**src/rtl/type_descriptor_checker_assert.svh**
```systemverilog
// Assertion macros shared by the checker's modules.
// Both sample on the rising edge of aclk and are quiet while aresetn is low.
`ifndef TYPE_DESCRIPTOR_CHECKER_ASSERT_SVH
`define TYPE_DESCRIPTOR_CHECKER_ASSERT_SVH

// The consequent must hold in the same cycle as the antecedent.
`define TDC_ASSERT_NOW(label, ante, cons, msg) \
    label: assert property (@(posedge aclk) disable iff (!aresetn) (ante) |-> (cons)) \
        else $error(msg);

// The consequent must hold in the cycle after the antecedent.
`define TDC_ASSERT_NEXT(label, ante, cons, msg) \
    label: assert property (@(posedge aclk) disable iff (!aresetn) (ante) |=> (cons)) \
        else $error(msg);

`endif

```
**src/rtl/tdc_pkg.sv**
```systemverilog
`timescale 1ns / 1ps

package tdc_pkg;

    localparam int MAX_LENGTH   = 65535;
    localparam int MAX_DEPTH    = 255;
    localparam int BYTE_COUNT_W = 17;
    localparam int BRACKET_W    = 9;
    localparam int CP_W         = 21;

    localparam logic [7:0] CH_BRACKET = 8'h5b;
    localparam logic [7:0] CH_SLASH   = 8'h2f;
    localparam logic [7:0] CH_SEMI    = 8'h3b;
    localparam logic [7:0] CH_DOT     = 8'h2e;
    localparam logic [7:0] CH_L       = 8'h4c;
    localparam logic [7:0] CH_V       = 8'h56;

    typedef enum logic [2:0] {
        RC_OK        = 3'd0,
        RC_LENGTH    = 3'd1,
        RC_PRIMITIVE = 3'd2,
        RC_FORM      = 3'd3,
        RC_SEGMENT   = 3'd4,
        RC_ENCODING  = 3'd5,
        RC_TRUNCATED = 3'd6,
        RC_CHARACTER = 3'd7
    } result_code_t;

    typedef enum logic [1:0] {
        LK_CLASS     = 2'd0,
        LK_PRIMITIVE = 2'd1,
        LK_VOID      = 2'd2
    } leaf_kind_t;

    // Control from the leaf tracker to the body decoder.
    typedef struct packed {
        logic       feed;
        logic       clear;
        logic [7:0] data;
    } dec_ctrl_t;

    // Decoder status after the current byte has been taken into account.
    typedef struct packed {
        result_code_t fault;
        logic         pending;
    } dec_stat_t;

endpackage

```
**src/rtl/tdc_utf8_decoder.sv**
```systemverilog
`timescale 1ns / 1ps

module tdc_utf8_decoder (
    input  logic              aclk,
    input  logic              aresetn,
    input  tdc_pkg::dec_ctrl_t ctrl,
    output tdc_pkg::dec_stat_t stat
);
    import tdc_pkg::*;

    logic [CP_W-1:0] cp_reg, cp_next;
    logic [1:0]      pend_reg, pend_next;
    logic [1:0]      seq_reg, seq_next;
    result_code_t    fault_reg, fault_next;
    logic            await_reg, await_next;
    logic [1:0]      pend_dec;
    logic [CP_W-1:0] cp_shift;
    logic [7:0]      b;

    // Whitespace, controls, DEL, the Unicode spaces and the three reserved
    // punctuation marks are refused inside a class name.
    function automatic result_code_t char_class(input logic [CP_W-1:0] c);
        logic space;
        space = c == 21'h85 || c == 21'ha0 || c == 21'h1680 ||
                (c >= 21'h2000 && c <= 21'h200a) || c == 21'h2028 ||
                c == 21'h2029 || c == 21'h202f || c == 21'h205f || c == 21'h3000;
        if (c <= 21'h20 || c == 21'h7f || space || c == CP_W'(CH_SEMI) ||
            c == CP_W'(CH_BRACKET) || c == CP_W'(CH_DOT))
            return RC_CHARACTER;
        return RC_OK;
    endfunction

    assign b        = ctrl.data;
    assign pend_dec = pend_reg - 2'd1;
    assign cp_shift = {cp_reg[CP_W-7:0], b[5:0]};

    always_comb begin
        cp_next    = cp_reg;
        pend_next  = pend_reg;
        seq_next   = seq_reg;
        fault_next = fault_reg;
        await_next = await_reg;
        if (ctrl.feed) begin
            if (await_reg) begin
                // A broken sequence is only reported once its claimed length
                // has gone by, so a cut-off body still reads as truncated.
                pend_next = pend_dec;
                if (pend_dec == 2'd0) begin
                    fault_next = RC_ENCODING;
                    await_next = 1'b0;
                end
            end else if (fault_reg != RC_OK) begin
                fault_next = fault_reg;
            end else if (pend_reg == 2'd0) begin
                if (b < 8'h80) begin
                    fault_next = char_class(CP_W'(b));
                end else if (b >= 8'hc2 && b <= 8'hdf) begin
                    cp_next = CP_W'(b[4:0]); pend_next = 2'd1; seq_next = 2'd1;
                end else if (b >= 8'he0 && b <= 8'hef) begin
                    cp_next = CP_W'(b[3:0]); pend_next = 2'd2; seq_next = 2'd2;
                end else if (b >= 8'hf0 && b <= 8'hf4) begin
                    cp_next = CP_W'(b[2:0]); pend_next = 2'd3; seq_next = 2'd3;
                end else begin
                    fault_next = RC_ENCODING;
                end
            end else begin
                pend_next = pend_dec;
                if (b[7:6] != 2'b10) begin
                    if (pend_dec == 2'd0) fault_next = RC_ENCODING;
                    else                  await_next = 1'b1;
                end else begin
                    cp_next = cp_shift;
                    if (pend_dec == 2'd0) begin
                        if ((seq_reg == 2'd1 && cp_shift < 21'h80) ||
                            (seq_reg == 2'd2 && cp_shift < 21'h800) ||
                            (seq_reg == 2'd3 && cp_shift < 21'h10000) ||
                            cp_shift > 21'h10ffff)
                            fault_next = RC_ENCODING;
                        else
                            fault_next = char_class(cp_shift);
                    end
                end
            end
        end
    end

    assign stat.fault   = fault_next;
    assign stat.pending = pend_next != 2'd0;

    always_ff @(posedge aclk) begin
        if (!aresetn || ctrl.clear) begin
            cp_reg    <= '0;
            pend_reg  <= 2'd0;
            seq_reg   <= 2'd0;
            fault_reg <= RC_OK;
            await_reg <= 1'b0;
        end else begin
            cp_reg    <= cp_next;
            pend_reg  <= pend_next;
            seq_reg   <= seq_next;
            fault_reg <= fault_next;
            await_reg <= await_next;
        end
    end

`include "type_descriptor_checker_assert.svh"
    `TDC_ASSERT_NOW(a_pend_within_seq, 1'b1, pend_reg <= seq_reg, "pending beyond sequence length")
    `TDC_ASSERT_NOW(a_await_has_pend, await_reg, pend_reg != 2'd0, "waiting with nothing pending")
    `TDC_ASSERT_NOW(a_fault_kind, 1'b1, fault_reg == RC_OK || fault_reg == RC_ENCODING || fault_reg == RC_CHARACTER, "decoder fault of an unexpected kind")

endmodule
```
**config.mk**
```make
export PLATFORM = sky130hd
export DESIGN_NAME = tdc_utf8_decoder
export DESIGN_NICKNAME = d
export VERILOG_FILES = /design/src/rtl/tdc_pkg.sv /design/src/rtl/tdc_utf8_decoder.sv
export VERILOG_INCLUDE_DIRS = /design/src /design/src/rtl
export SDC_FILE = /design/constraint.sdc
export NUM_CORES = 1
export LEC_CHECK = 0
export BUFFER_PORTS_ARGS = -buffer_cell sky130_fd_sc_hd__buf_4
export CAP_MARGIN = 10
export CORE_AREA = 3 3 63 65
export CTS_BUF_LIST = sky130_fd_sc_hd__clkbuf_8
export CTS_CLUSTER_SIZE = 25
export DETAILED_ROUTE_END_ITERATION = 10
export DIE_AREA = 0 0 66 68
export PLACE_DENSITY = 0.7
export SYNTH_ARGS = -nofsm -noshare
export SYNTH_HDL_FRONTEND = slang
export SYNTH_SLANG_ARGS = --single-unit
```
**constraint.sdc**
```tcl
create_clock -name aclk -period 2.8 [get_ports aclk]
set_clock_uncertainty 0.05 [all_clocks]
set_input_delay 0.56 -clock aclk [delete_from_list [all_inputs] [get_ports aclk]]
set_output_delay 0.56 -clock aclk [all_outputs]
set_load 0.03 [all_outputs]
```
==> metrics.txt <==
status complete, but fails checks; failing checks setup timing; worst r2r src fault_reg[0]$_SDFF_PP0_; NetSw 0.217 mW; Synth Register Bits 23; Antenna Nets Post-Route 0; Area Overhead vs Synth 22.1%; peak supply drop 0.000334 V; number of port buffers 15; initial drt markers 134; crit-path max FO 4; worst reg2reg path depth 5; total track usage 0.198; Gate Count Post-Synth 215; hpwl dp 2950 um; Hold Crit Class register to register; Vias/cell 5.82; Die X 66 um; Clock Power Share 0.298; TritonCTS buffer count 3; layout cells sized above 1 0.285; Worst EP arrival 2410 ps; CTS tree built; dominant synthesized flop cell dfxtp_1; Vias 1677; slowest CP cell or4_4; unrepaired setup endpoints after global routing yes; # IOs 16; Data required, critical path 2190 ps; crit path launch type register; Placed Area 1970 um^2; Reg2Reg Capture Point cp_reg[3]$_SDFFE_PP0P_; vias in the first global route 1510; Leakage 0.760 nW; Fmax achieved 331 MHz; grt ovf 0; post-synth cell types 57; clk root buf clkbuf_8; Most common cell on crit path buf_4; Avg Synthesized Cell Area 7.89 um^2; WHS Endpoint fault_reg[2]$_SDFF_PP0_; Clock Latency Late Sink 270 ps; CP Class register to output pin; Int Pwr 0.512 mW; combinational power share 0.244; Worst Hold Path Cells 2; Die Area 4490 um^2; Worst Setup End Kind output pin; Synth Net Count 229; Bufs on Longest Clock Path 2; Seq/Total Area, Yosys 0.271; htree depth 1; setup violators final 3; final worst-path cycle share 1.08; number of flip-flops in the largest register 15; Max-cap violations 0; setup TNS -630 ps; Levels on crit path 8; final hold vios 0; core box area 3390 um^2; Die Ht 68 um; mapped cell area 1700 um^2; row cnt 21; first-pass GRT wire length 6930 um; min cycle time layout 3020 ps; Clock Sinks 23; Pre-antenna DRT Iters 4; RePlAce Congestion 0.800; DR WL/cell 14.4 um; R2R Setup Slk 340 ps; final wirelength 4150 um; cell area after layout 2070 um^2; fin util 0.611; CP Cell Sequence or4_4 > mux2_4 > a311oi_4 > o2111ai_2 > o31ai_2 > buf_4 > nand2_1 > buf_4; Crit path largest cell delay 540 ps; slack of the critical path -222 ps; cell family with most CP delay simple AND/OR/NAND/NOR gates; Buf+Inv Stages, Crit Path 2; Post-synth ARST share 0; Post-synth EDFFs 0; nets 257; fin. max-slew vios 0; Remaining DRCs 0; Ys Warns 0; clock slew seen by the registers of the worst setup and hold paths 90 ps; Diodes inserted 0; initial antenna violation count 0; largest net degree at the start of global routing 25; Starting Density 0.501; sw frac 0.297; max_slew headroom 0.404; Hold Path Origin fault_reg[2]$_SDFF_PP0_; Seq pwr share 0.458; PD cells 352 nW/um^2; worst-margin pin slew 895 ps
## Yosys cell counts, types with 4 or more instances
| master | count | area [um^2] |
|---|---|---|
| nand2b_1 | 4 | 25.0 |
| nor3_1 | 6 | 30.0 |
| nor2_1 | 27 | 101 |
| nand4_1 | 4 | 25.0 |
| o21ai_0 | 7 | 35.0 |
| clkbuf_1 | 15 | 56.3 |
| nand3_1 | 8 | 40.0 |
| or2_2 | 4 | 25.0 |
| nand2_1 | 9 | 33.8 |
| mux2i_1 | 14 | 140 |
| or3_1 | 4 | 25.0 |
| inv_1 | 6 | 22.5 |
| nor3b_1 | 4 | 30.0 |
| dfxtp_1 | 23 | 460 |
| nor2b_1 | 13 | 81.3 |
| a21oi_1 | 12 | 60.1 |
## layout make-up
class                           count  area, um^2
Timing Repair Buffer               42         323
Fill cell                         304        1320
Inverter                            6        22.5
Sequential cell                    23         460
Tap cell                           46        57.6
Clock inverter                      1        7.51
Clock buffer                        3        41.3
Multi-Input combinational cell    167        1160
## placed cells by master (no fill, tap or decap), drive strengths merged, types with 2 or more instances in the layout
master   Yosys  routed
dfxtp       23      23
nand3b       2       2
a31oi        2       2
nor4         2       2
ha           2       2
nor4b        2       2
nand3        8       8
mux2i       14      14
nor3b        4       4
nor2b       13      13
clkbuf      15       3
o21ai        7       7
nand4        4       4
inv          6       6
or2          4       4
o31ai        2       2
nand2b       4       4
o21bai       2       2
or4          3       3
o211ai       2       2
o2111ai      2       2
nor3         6       6
or4b         3       3
buf          4      42
or3          4       4
o22ai        2       2
nand2        9       9
a21oi       12      12
and4b        2       2
nor2        28      28
## cell families (layout without fill, tap and decap cells)
family	count (synthesis)	after routing	share of synthesized area
simple gates	102	102	0.345
compound gates	47	47	0.207
buf+inv	25	52	0.0656
flops	23	23	0.271
mux	15	15	0.0914
fa+ha+maj	2	2	0.0147
xor+xnor	1	1	0.00516
## power by group through the flow
stage	Clock (mW)	Combinational [mW]	Sequential [mW]
after floorplan	0	0.109	0.340
after global placement	0	0.166	0.342
after detailed placement	0	0.167	0.342
after CTS	0.225	0.172	0.334
after global routing	0.245	0.194	0.335
final	0.217	0.177	0.334
## per-layer routing
layer | vias to the layer above | part of all wire | global-route usage
met2 | 42 | 0.47 | 0.313
li1 | 839 | - | -
met1 | 788 | 0.46 | 0.264
met3 | 8 | 0.056 | 0.0378
met5 | - | 0 | 0
met4 | 0 | 0.023 | 0.0838
## how the worst max path moves through the flow
stage,from,endpoint
floorplan,ctrl[0],stat[2]
global placement,ctrl[1],stat[3]
detailed placement,ctrl[1],stat[3]
CTS,cp_reg[11]$_SDFFE_PP0P_,stat[3]
global route,cp_reg[11]$_SDFFE_PP0P_,stat[3]
finish,cp_reg[11]$_SDFFE_PP0P_,stat[3]
## repair_timing
item,in CTS,in global routing
buffers inserted,2,1
setup endpoints to repair,3,4
hold buffers,0,0
resized for setup,3,7
pin swaps,2,5
## worst min-delay path: cells and delay by family, from the launching register on
kind,cells,cell delay (ps)
flops,1,330
compound gates,1,60
buf+inv,1,70
## per-stage QoR
step | total power [mW] | cells | setup slack [ps] | hold WS [ps]
after global placement | 0.508 | 281 | -152 | 420
after CTS | 0.730 | 287 | -260 | 443
after floorplan | 0.449 | 215 | -23.2 | 403
after detailed placement | 0.508 | 281 | -135 | 429
final | 0.729 | 288 | -222 | 446
after global routing | 0.773 | 288 | -382 | 465
Power figures use the tool's default switching activity.
